--- src/sv/hsd_pkg.sv ---
// Package for the Huffman stream decoder: sizes, phase and status codes,
// controller states, controller/datapath command and status structs. No dependencies.
package hsd_pkg;

  localparam int MaxLeaves = 128;
  localparam int NodeSlots = 256;
  localparam int NodeW     = 8;   // node index width
  localparam int StkW      = 7;   // stack index width
  localparam int SymW      = 7;

  localparam logic [1:0] ST_SYM  = 2'd0;
  localparam logic [1:0] ST_BAD  = 2'd1;
  localparam logic [1:0] ST_LEAF = 2'd2;

  typedef enum logic [2:0] {
    PH_HEADER = 3'd0,
    PH_COUNT  = 3'd1,
    PH_SKIP   = 3'd2,
    PH_DATA   = 3'd3,
    PH_DONE   = 3'd4,
    PH_ERROR  = 3'd5
  } phase_t;

  // controller states, one-hot
  typedef enum logic [4:0] {
    S_IDLE  = 5'b00001,
    S_BIT   = 5'b00010,
    S_READ  = 5'b00100,
    S_OUT   = 5'b01000,
    S_FLUSH = 5'b10000
  } ctl_state_t;

  typedef struct packed {
    logic clear;      // stream_start: clear parse state
    logic load;       // latch accepted byte
    logic step;       // process current bit (data at read stage done)
    logic fetch;      // issue node-store read: walk node or child in data phase, else root
  } dp_cmd_t;

  typedef struct packed {
    logic       more;     // another bit to process in this byte
    logic       emit;     // step produced a result
    logic [1:0] emit_st;
    logic [SymW-1:0] emit_sym;
    logic       emit_fin;
    logic       stop;     // no further bits needed from this byte
    logic       need_rd;  // current bit needs a memory read before step
  } dp_stat_t;

endpackage

--- src/sv/hsd_ctrl.sv ---
// Controller: byte handshake, per-bit sequencing, result output register.
// Depends on hsd_pkg.
module hsd_ctrl
  import hsd_pkg::*;
(
  input  logic           clk,
  input  logic           rst_n,
  input  logic           in_valid,
  input  logic           in_start,
  output logic           in_ready,
  output logic           out_valid,
  input  logic           out_ready,
  output logic [15:0]    out_data,
  output dp_cmd_t        cmd,
  input  dp_stat_t       stat
);

  ctl_state_t state_r, state_nxt;
  logic        ov_r, ov_nxt;
  logic [SymW-1:0] sym_r, sym_nxt;
  logic [1:0]  st_r, st_nxt;
  logic        fin_r, fin_nxt, last_r, last_nxt;
  // newest result of the byte, held until it is known whether it is the last
  logic        pv_r, pv_nxt;
  logic [SymW-1:0] psym_r, psym_nxt;
  logic [1:0]  pst_r, pst_nxt;
  logic        pfin_r, pfin_nxt;
  logic        rd2_r;   // second read (child) issued in data phase

  logic out_free;
  assign out_free = !ov_r || out_ready;
  assign in_ready = (state_r == S_IDLE);
  assign out_valid = ov_r;
  assign out_data  = {4'd0, last_r, fin_r, st_r, 1'b0, sym_r};

  // sequencer: IDLE -> READ (prime node read) -> BIT ... -> FLUSH (when a result is held) -> IDLE
  always_comb begin
    state_nxt = state_r;
    cmd = '0;
    ov_nxt   = ov_r && !out_ready;
    sym_nxt  = sym_r;
    st_nxt   = st_r;
    fin_nxt  = fin_r;
    last_nxt = last_r;
    pv_nxt   = pv_r;
    psym_nxt = psym_r;
    pst_nxt  = pst_r;
    pfin_nxt = pfin_r;
    case (state_r)
      S_IDLE: begin
        if (in_valid) begin
          cmd.load  = 1'b1;
          cmd.clear = in_start;
          state_nxt = S_READ;
        end
      end
      S_READ: begin
        // walk node read then child read (root read outside the data phase)
        cmd.fetch = 1'b1;
        if (rd2_r) state_nxt = S_BIT;
      end
      S_BIT: begin
        if (!stat.emit || !pv_r || out_free) begin
          cmd.step = 1'b1;
          if (stat.emit) begin
            // a newer result means the held one is not the last
            if (pv_r) begin
              ov_nxt   = 1'b1;
              sym_nxt  = psym_r;
              st_nxt   = pst_r;
              fin_nxt  = pfin_r;
              last_nxt = 1'b0;
            end
            pv_nxt   = 1'b1;
            psym_nxt = stat.emit_sym;
            pst_nxt  = stat.emit_st;
            pfin_nxt = stat.emit_fin;
          end
          if (stat.stop) state_nxt = (stat.emit || pv_r) ? S_FLUSH : S_IDLE;
          else state_nxt = stat.need_rd ? S_READ : S_OUT;
        end
      end
      S_OUT: begin
        // extra state so the stack read sees updated depth
        state_nxt = S_BIT;
      end
      S_FLUSH: begin
        // byte done: held result goes out as the last of the byte
        if (out_free) begin
          ov_nxt    = 1'b1;
          sym_nxt   = psym_r;
          st_nxt    = pst_r;
          fin_nxt   = pfin_r;
          last_nxt  = 1'b1;
          pv_nxt    = 1'b0;
          state_nxt = S_IDLE;
        end
      end
      default: state_nxt = S_IDLE;
    endcase
  end

  always_ff @(posedge clk) begin
    if (!rst_n) begin
      state_r <= S_IDLE;
      ov_r    <= 1'b0;
      pv_r    <= 1'b0;
      rd2_r   <= 1'b0;
      sym_r   <= '0;
      st_r    <= '0;
      fin_r   <= 1'b0;
      last_r  <= 1'b0;
      psym_r  <= '0;
      pst_r   <= '0;
      pfin_r  <= 1'b0;
    end else begin
      state_r <= state_nxt;
      if (cmd.fetch) rd2_r <= ~rd2_r;
      ov_r    <= ov_nxt;
      sym_r   <= sym_nxt;
      st_r    <= st_nxt;
      fin_r   <= fin_nxt;
      last_r  <= last_nxt;
      pv_r    <= pv_nxt;
      psym_r  <= psym_nxt;
      pst_r   <= pst_nxt;
      pfin_r  <= pfin_nxt;
    end
  end

`ifndef ASSERT_OFF
  a_onehot: assert property (@(posedge clk) disable iff (!rst_n)
    $onehot(state_r)) else $error("state not one-hot");
  a_no_drop: assert property (@(posedge clk) disable iff (!rst_n)
    (cmd.step && stat.emit && pv_r) |-> out_free) else $error("result overwritten");
  a_hold: assert property (@(posedge clk) disable iff (!rst_n)
    (out_valid && !out_ready) |=> out_valid) else $error("result dropped");
  a_flush_pend: assert property (@(posedge clk) disable iff (!rst_n)
    (state_r == S_FLUSH) |-> pv_r) else $error("flush with nothing held");
`endif

endmodule

--- config.mk ---
export PLATFORM = sky130hd
export DESIGN_NAME = hsd_ctrl
export DESIGN_NICKNAME = d
export VERILOG_FILES = /design/src/sv/hsd_pkg.sv /design/src/sv/hsd_ctrl.sv
export SDC_FILE = /design/constraint.sdc
export NUM_CORES = 1
export LEC_CHECK = 0
export BUFFER_PORTS_ARGS = -buffer_cell sky130_fd_sc_hd__buf_4
export CAP_MARGIN = 10
export CORE_MARGIN = 3
export CORE_UTILIZATION = 51
export DETAILED_ROUTE_END_ITERATION = 6
export MAX_ROUTING_LAYER = met4
export PLACE_DENSITY = 0.79
export SYNTH_ARGS = -nofsm -noshare
export SYNTH_HDL_FRONTEND = slang
export SYNTH_SLANG_ARGS = --single-unit
--- constraint.sdc ---
create_clock -name clk -period 1.95 [get_ports clk]
set_input_delay 0.195 -clock clk [delete_from_list [all_inputs] [get_ports clk]]
set_output_delay 0.195 -clock clk [all_outputs]
set_load 0.005 [all_outputs]
==> results of run 1 <==
## synth_stat cells
library cell and number:
inv_1 3, buf_2 2, a221oi_4 1, xnor2_1 1, nand2_1 14, o21ai_2 9, nor2_2 2, nand4b_1 2
a21o_1 2, nor4b_1 1, o21ai_0 3, nand4_2 1, and4b_1 1, o21ai_1 1, nand3_1 13, o221a_4 1
nor2_1 6, xor2_1 1, dfxtp_1 29, o211a_1 1, a311o_1 1, conb_1 1, or2_2 1, nand3_2 2
buf_4 8, buf_6 2, a31oi_1 2, nor3_1 1, a21boi_0 2, o31a_2 1, nor2b_1 11, nand2b_1 1
and3_4 1, a21oi_1 2, and3_2 1, clkbuf_4 1, and3_1 1, clkbuf_1 3, and2_1 1, mux2i_1 12
a211o_1 1
## placed cells by master, fill, tap and decap left out, types with 2 or more instances in the layout
cell / n
a21oi_1: 2
nand3_2: 2
nand2_1: 14
a31oi_1: 2
buf_4: 36
nand4b_1: 2
dfxtp_1: 29
mux2i_1: 12
clkbuf_4: 5
o21ai_0: 3
a21boi_0: 2
nor2_2: 2
nor2b_1: 11
a21o_1: 2
nor2_1: 6
inv_1: 3
nand3_1: 13
o21ai_2: 9
conb_1: 5
## flip-flops by register name, indices dropped and copies added (netlist names)
signal     flops
rd2_r          1
sym_r          7
pfin_r         1
last_r         1
st_r           2
fin_r          1
state_r        5
out_valid      1
pst_r          2
pv_r           1
psym_r         7
## worst max-delay path: stages (launching register included)
cell and delay (ns):
dfxtp_1 0.37, nor2_2 0.28, nand4_2 0.19, a221oi_4 0.45, buf_4 0.26, nand3_1 0.11
o21ai_2 0.07
## report_power, final
part,switching (mW),total (mW),internal (mW)
combinational,0.196,0.411,0.215
sequential,0.0512,0.674,0.623
clock,0.193,0.363,0.170
## layout make-up
type	count	area, µm²	share of cell area (%)
Multi-Input combinational cell	106	732	43.4
Sequential cell	29	581	34.4
Timing Repair Buffer	36	270	16.0
Clock buffer	7	55.1	3.26
Tap cell	30	37.5	2.23
Inverter	3	11.3	0.668
## final timing paths
kind	startpoint	endpoint	slack, ns
worst max-delay path	state_r[3]$_SDFFE_PN0P_	sym_r[1]$_SDFFE_PN0P_	0.16
worst min register to register	st_r[0]$_SDFFE_PN0P_	st_r[0]$_SDFFE_PN0P_	0.46
worst min-delay path	stat[6]	psym_r[3]$_SDFFE_PN0P_	0.13
worst max register to register	state_r[3]$_SDFFE_PN0P_	sym_r[1]$_SDFFE_PN0P_	0.16
## through the flow
stage          utilization (%)  power [mW]  instances
2_1_floorplan                -       0.975        154
3_3_place_gp              63.5        1.08        204
3_5_place_dp              63.5        1.10        204
4_1_cts                   65.7        1.46        211
5_1_grt                   65.7        1.53        211
6_report                  65.7        1.45        211
## routing by layer
| metal | part of all wire [%] | vias up |
|---|---|---|
| met5 | 0 | - |
| met4 | 0.57 | 0 |
| met3 | 7.5 | 2 |
| met2 | 49 | 42 |
| met1 | 43 | 519 |
| li1 | - | 578 |
## kinds of logic after synthesis
kind of cell    count (synthesis)  synth area share, %
buf+inv                        19                 8.63
simple gates                   60                 23.9
flops                          29                 40.9
compound gates                 27                 16.7
xor+xnor                        2                 1.23
other cells                     1                0.264
mux                            12                 8.46
==> impl_metrics.yaml, run 1 <==
status:
  run_status: "finished, final reports clean"
routing:
  drc_errors: 0
  via_per_inst: 5.41
  vias: 1141
  ant_nets: 0
  totalWireLength_um: 2810
  first_iter_violations: 57
  dr.pass1.iters: 4
  detail_route.wl_per_cell_um: 13.3
sta:
  rsz0062_at_grt: "false"
  min_period_ns: 1.79
  maxSlewViolCount: 0
  finalCritPeriodShare_pct: 91.9
  hold_ws_ns: 0.132
  setup_tns_ns: 0
  hold_violations: 0
  fmax_ghz: 0.558
  fin_ws_ns: 0.159
  worst_pin_slew_ns: 0.603
  setup_viol: 0
  skew_ns: 0.00561
  maxSlewHeadroom_pct: 59.8
grt:
  grt_pass1_wl_um: 4570
  grt_max_degree: 43
  grtUsageMet1_pct: 20.6
  use_met3_pct: 7.24
  first_global_vias: 1050
  grt_remaining_overflow: 0
  grt_most_used_layer: "met2"
  met2_usage_pct: 29.5
  grt_antenna_before_repair: 0
  grt_use_total_pct: 18.2
finish:
  drive_gt1_share_pct: 34.3
  area_growth_pct: 18.8
  final_area_um2: 1690
  fill_cells: 210
  fin_nets: 200
  antennaDiodeCount: 0
clocking:
  cts_buffer_depth: 2
  postCtsSetupBuffers: 0
  cts_max_level: 2
  cts_tree: "done"
  cts_sinks: 29
  cts-resized-gates: 0
  cts_hold_buf: 0
  clk_latency_ns: 0.32
  cts-root-buf: "clkbuf_4"
  cts_buffers: 5
  clkTransAtPathRegs_ns: 0.09
critical_path:
  crit_type: "reg2reg"
  path_max_fanout: 9
  endpoint_kind: "flip-flop"
  r2r_cells: 6
  startpoint_type: "flip-flop"
  required_ns: 2.20
  arrival_ns: 2.05
placed_design:
  place.gp.congestion: 0.769
  dpl_cell_area_um2: 1630
  port_buffers: 34
  hpwl_um: 2090
  pre_cts_ws_ns: 0.184
logic_synthesis:
  ys_seq_elements: 29
  yosys_warnings: 0
  syn_avg_cell_area_um2: 9.47
  synth_top_cell_by_area: "dfxtp_1"
  synth_area_leaders: "dfxtp_1 41%, mux2i_1 8.5%, o21ai_2 5.6%"
  syn_area_um2: 1420
  synth_top_cell_area_share_pct: 40.9
  syn_inst: 150
  synth.distinct_cells: 41
  ys_seq_area_share_pct: 40.9
min_path:
  min_path_cells: 3
  hp-class: "in2reg"
floorplanning:
  dieArea_um2: 3450
  core-area_um2: 2570
  fp.dieW_um: 58.8
  start_util_pct: 55.3
  rows: 18
  boundaryPins: 41
  die_y_um: 58.8
run:
  maxCapViolCount: 0
power:
  powerDensity_nw_per_um2: 859
  leakage_nw: 0.772
  peakVddDrop_v: 0.000610
Note: power is estimated with default switching activity, not from simulation.
==> run 2, diff against run 1 <==
--- a/config.mk
+++ b/config.mk
@@ -7,8 +7,10 @@
 export LEC_CHECK = 0
 export BUFFER_PORTS_ARGS = -buffer_cell sky130_fd_sc_hd__buf_4
 export CAP_MARGIN = 10
+export CORE_ASPECT_RATIO = 1.2
 export CORE_MARGIN = 3
 export CORE_UTILIZATION = 51
+export CTS_BUF_LIST = sky130_fd_sc_hd__clkbuf_16
 export DETAILED_ROUTE_END_ITERATION = 6
 export MAX_ROUTING_LAYER = met4
 export PLACE_DENSITY = 0.79
==> run 2 against run 1 <==
Net effect:
- worst hold slack gained 0.046 ns
- register-to-register slack improved by 0.09 ns
- clock-buffer cell count decreased by 2
- die area barely moved
- combinational power down 2%
- via count increased by 0.35%
- total power rose by 23%
- final cell count up 1.9%
- setup slack improved by 0.092 ns
- core utilization up 2.5 points
- sequential cell count stayed put
- clock power rose by 90%
- highest routed layer unchanged
==> impl_metrics.yaml, run 2 (synthesized netlist as in run 1, its figures left out) <==
sta:
  maxSlewHeadroom_pct: 62.3
  hold_violations: 0
  finalCritPeriodShare_pct: 87.1
  maxSlewViolCount: 0
  worst_pin_slew_ns: 0.565
  rsz0062_at_grt: "false"
  setup_viol: 0
  min_period_ns: 1.70
  fmax_ghz: 0.589
  skew_ns: 0.00544
  setup_tns_ns: 0
placed_design:
  port_buffers: 34
  place.gp.congestion: 0.825
  hpwl_um: 1970
grt:
  grt_remaining_overflow: 0
  grt_pass1_wl_um: 4790
  grt_max_degree: 43
  grt_antenna_before_repair: 0
  grt_use_total_pct: 19.6
  first_global_vias: 1071
power:
  powerDensity_nw_per_um2: 999
  peakVddDrop_v: 0.000692
  leakage_nw: 0.814
clocking:
  cts-resized-gates: 0
  cts_max_level: 2
  cts_buffers: 5
  clkTransAtPathRegs_ns: 0.05
  cts_sinks: 29
  cts_tree: "done"
  cts_buffer_depth: 2
  cts_hold_buf: 0
  postCtsSetupBuffers: 0
  cts-root-buf: "clkbuf_16"
  clk_latency_ns: 0.27
floorplanning:
  die_y_um: 63.8
  core-area_um2: 2600
  rows: 20
  boundaryPins: 41
  dieArea_um2: 3460
  fp.dieW_um: 54.2
  start_util_pct: 54.6
finish:
  drive_gt1_share_pct: 34.1
  fin_nets: 201
  fin_util_pct: 68.2
  reg.largest.list: "psym_r: 7 flops, sym_r: 7 flops, state_r: 5 flops"
  area_growth_pct: 25.0
  antennaDiodeCount: 0
  layout_commonest_cell: "buf_4"
  final_cell_mix: "37 x buf_4, 29 x dfxtp_1, 14 x nand2_1"
routing:
  via_per_inst: 5.33
  wl_met3_um: 225
  detail_route.wl_per_cell_um: 13.6
  met1_length_um: 1170
  highest_layer: "met4"
  met2_length_um: 1460
  drc_errors: 0
  vias: 1145
  first_iter_violations: 33
  totalWireLength_um: 2910
  ant_nets: 0
  dr.pass1.iters: 4
critical_path:
  endpoint_kind: "flip-flop"
  arrival_ns: 1.90
  startpoint_type: "flip-flop"
  required_ns: 2.15
  crit_type: "reg2reg"
  path_max_fanout: 16
status:
  run_status: "finished, final reports clean"
min_path:
  hp-class: "in2reg"
run:
  maxCapViolCount: 0
==> run 2: changes by cell type in the layout (fill, tap and decap cells not counted) <==
cell       delta
clkbuf_8      -1
clkbuf_1      -1
buf_4         +1
clkinv_1      +1
clkbuf_16     +5
clkbuf_4      -5
inv_1         +1
==> run 2: path summary, 6_finish.rpt <==
check,start,endpoint,slack (ns),cells past startpoint
max,state_r[3]$_SDFFE_PN0P_,sym_r[2]$_SDFFE_PN0P_,0.25,6
min,stat[4],psym_r[1]$_SDFFE_PN0P_,0.18,3
max reg2reg,state_r[3]$_SDFFE_PN0P_,sym_r[2]$_SDFFE_PN0P_,0.25,6
min reg2reg,pfin_r$_SDFFE_PN0P_,fin_r$_SDFFE_PN0P_,0.45,2
==> run 2: where the power goes <==
group | internal (mW) | leakage [nW] | switching [mW]
clock | 0.453 | 0.0685 | 0.237
sequential | 0.626 | 0.234 | 0.0543
combinational | 0.215 | 0.512 | 0.189
==> run 2: layout make-up <==
| class | instances | area, µm² |
|---|---|---|
| clock inverters | 2 | 7.51 |
| inverters | 3 | 11.3 |
| flip-flops and latches | 29 | 581 |
| multi-input cells | 106 | 732 |
| well taps | 33 | 41.3 |
| fillers | 211 | 827 |
| clock buffers | 5 | 125 |
| repair buffers | 37 | 278 |
==> run 2: per-stage QoR <==
stage / hold slack [ns] / worst slack (ns) / instances / power [mW] / instance area [µm²]
6_report: 0.178 / 0.251 / 215 / 1.77 / 1780
5_1_grt: 0.192 / 0.120 / 215 / 1.87 / 1780
4_1_cts: 0.176 / 0.257 / 215 / 1.79 / 1780
3_5_place_dp: 0.450 / 0.284 / 208 / 1.09 / 1640
3_3_place_gp: 0.442 / 0.354 / 208 / 1.08 / 1640
2_1_floorplan: 0.350 / 0.492 / 154 / 0.975 / 1440
==> run 2: routing by layer <==
layer	up-vias	track usage (%)
met5	-	-
met4	0	8.41
met3	9	6.29
met2	39	31.7
met1	519	21.2
li1	578	-
==> run 2: critical path, cell delays in order (launching register included) <==
cell and delay, ns:
dfxtp_1 0.36, nor2_2 0.26, nand4_2 0.18, a221oi_4 0.31
buf_4 0.28, nand3_1 0.14, o21ai_2 0.09
==> run 3, diff against run 2 <==
--- a/config.mk
+++ b/config.mk
@@ -7,7 +7,6 @@
 export LEC_CHECK = 0
 export BUFFER_PORTS_ARGS = -buffer_cell sky130_fd_sc_hd__buf_4
 export CAP_MARGIN = 10
-export CORE_ASPECT_RATIO = 1.2
 export CORE_MARGIN = 3
 export CORE_UTILIZATION = 51
 export CTS_BUF_LIST = sky130_fd_sc_hd__clkbuf_16
==> run 3 against run 2 <==
Net effect:
- clock-buffer cell count stayed put
- critical path depth did not move
- via count fell by 1.0%
- setup slack got worse by 0.095 ns
- wire length grew 1.3%
- sequential share of layout area up 0.21 points
- core utilization grew 0.49 points
- non-clock buffer count is 1 lower
- combinational power increased by 1%
- register-to-register slack worse by 0.09 ns
- critical path type unchanged
- critical endpoint is now sym_r[1]$_SDFFE_PN0P_
==> impl_metrics.yaml, run 3 (synthesized netlist as in run 1, its figures left out) <==
placed_design:
  dpl_cell_area_um2: 1630
  pre_cts_ws_ns: 0.184
  port_buffers: 34
  hpwl_um: 2090
  place.gp.congestion: 0.769
critical_path:
  arrival_ns: 2.00
  startpoint_type: "flip-flop"
  endpoint_kind: "flip-flop"
  cpMaxStageDelayCell: "a221oi_4"
  required_ns: 2.15
  cp_cell_sequence: "nor2_2 > nand4_2 > a221oi_4 > buf_4 > nand3_1 > o21ai_2"
  path_max_fanout: 9
  crit_type: "reg2reg"
  cp_slowest_stage_delay_ns: 0.46
grt:
  grt_use_total_pct: 19.6
  first_global_vias: 1091
  grt_antenna_before_repair: 0
  grt_pass1_wl_um: 4880
  grt_max_degree: 43
  grt_remaining_overflow: 0
finish:
  drive_gt1_share_pct: 33.7
  reg.largest.list: "psym_r: 7 flops, sym_r: 7 flops, state_r: 5 flops"
  area_growth_pct: 24.2
  fin_nets: 200
  final_area_um2: 1760
  antennaDiodeCount: 0
  layout_commonest_cell: "buf_4"
  fill_cells: 199
  final_cell_mix: "36 x buf_4, 29 x dfxtp_1, 14 x nand2_1"
floorplanning:
  dieArea_um2: 3450
  die_y_um: 58.8
  rows: 18
  core-area_um2: 2570
  start_util_pct: 55.3
  boundaryPins: 41
  fp.dieW_um: 58.8
power:
  peakVddDrop_v: 0.00106
  leakage_nw: 0.809
  powerDensity_nw_per_um2: 1000
  p_total_mw: 1.77
routing:
  via_per_inst: 5.37
  totalWireLength_um: 2950
  dr.pass1.iters: 4
  detail_route.wl_per_cell_um: 14.0
  drc_errors: 0
  first_iter_violations: 85
  vias: 1133
  ant_nets: 0
clocking:
  postCtsSetupBuffers: 0
  cts_hold_buf: 0
  cts-root-buf: "clkbuf_16"
  cts_buffers: 5
  clkTransAtPathRegs_ns: 0.05
  cts_max_level: 2
  cts-resized-gates: 0
  cts_buffer_depth: 2
  cts_sinks: 29
  clk_latency_ns: 0.27
  cts_tree: "done"
sta:
  maxSlewHeadroom_pct: 61.2
  min_period_ns: 1.79
  fin_ws_ns: 0.156
  worst_pin_slew_ns: 0.582
  fmax_ghz: 0.558
  skew_ns: 0.00510
  maxSlewViolCount: 0
  rsz0062_at_grt: "false"
  finalCritPeriodShare_pct: 92.0
  setup_viol: 0
  setup_tns_ns: 0
  hold_violations: 0
min_path:
  hp-class: "in2reg"
status:
  run_status: "finished, final reports clean"
run:
  maxCapViolCount: 0
run 3: cell count changes in the layout (fill, tap and decap cells not counted):
| cell | previous run | this run |
|---|---|---|
| buf_4 | 37 | 36 |
run 3: power by group:
group	internal [mW]	switching, mW
Combinational	0.215	0.195
Sequential	0.626	0.0503
Clock	0.453	0.231
Total	1.29	0.477
run 3: final cells by class:
cell class | instances | area (µm²) | area share, %
multi-input combinational | 106 | 732 | 41.5
sequential | 29 | 581 | 32.9
timing repair buffer | 36 | 270 | 15.3
clock buffer | 5 | 125 | 7.09
tap | 30 | 37.5 | 2.13
inverter | 3 | 11.3 | 0.638
clock inverter | 2 | 7.51 | 0.426
run 3: per-layer routing:
metal	part of all wire, %	wire length (µm)	GRT usage (%)	vias to the layer above
met1	39	1160	21.1	513
met3	8.6	254	7.68	2
li1	-	-	-	570
met5	0	0	-	-
met2	52	1520	32.5	48
met4	0.58	17	6.80	0
run 3: worst paths after layout:
path | slack (ns) | cells after the start | start | endpoint
min reg2reg | 0.46 | 2 | last_r$_SDFFE_PN0P_ | last_r$_SDFFE_PN0P_
max | 0.16 | 6 | state_r[3]$_SDFFE_PN0P_ | sym_r[1]$_SDFFE_PN0P_
min | 0.19 | 3 | stat[9] | psym_r[6]$_SDFFE_PN0P_
max reg2reg | 0.16 | 6 | state_r[3]$_SDFFE_PN0P_ | sym_r[1]$_SDFFE_PN0P_
run 3: metrics by stage:
stage	util, %	hold WS [ns]	instances
floorplan	-	0.350	154
global placement	63.5	0.439	204
detailed placement	63.5	0.451	204
CTS	68.7	0.187	211
global route	68.7	0.195	211
finish	68.7	0.187	211
run 3: worst max-delay path: cells and delay by family (launching register included):
family | cells | cell delay, ns
AO/OA/AOI/OAI | 2 | 0.53
buffers and inverters | 1 | 0.27
flip-flops | 1 | 0.35
AND/OR/NAND/NOR | 3 | 0.56
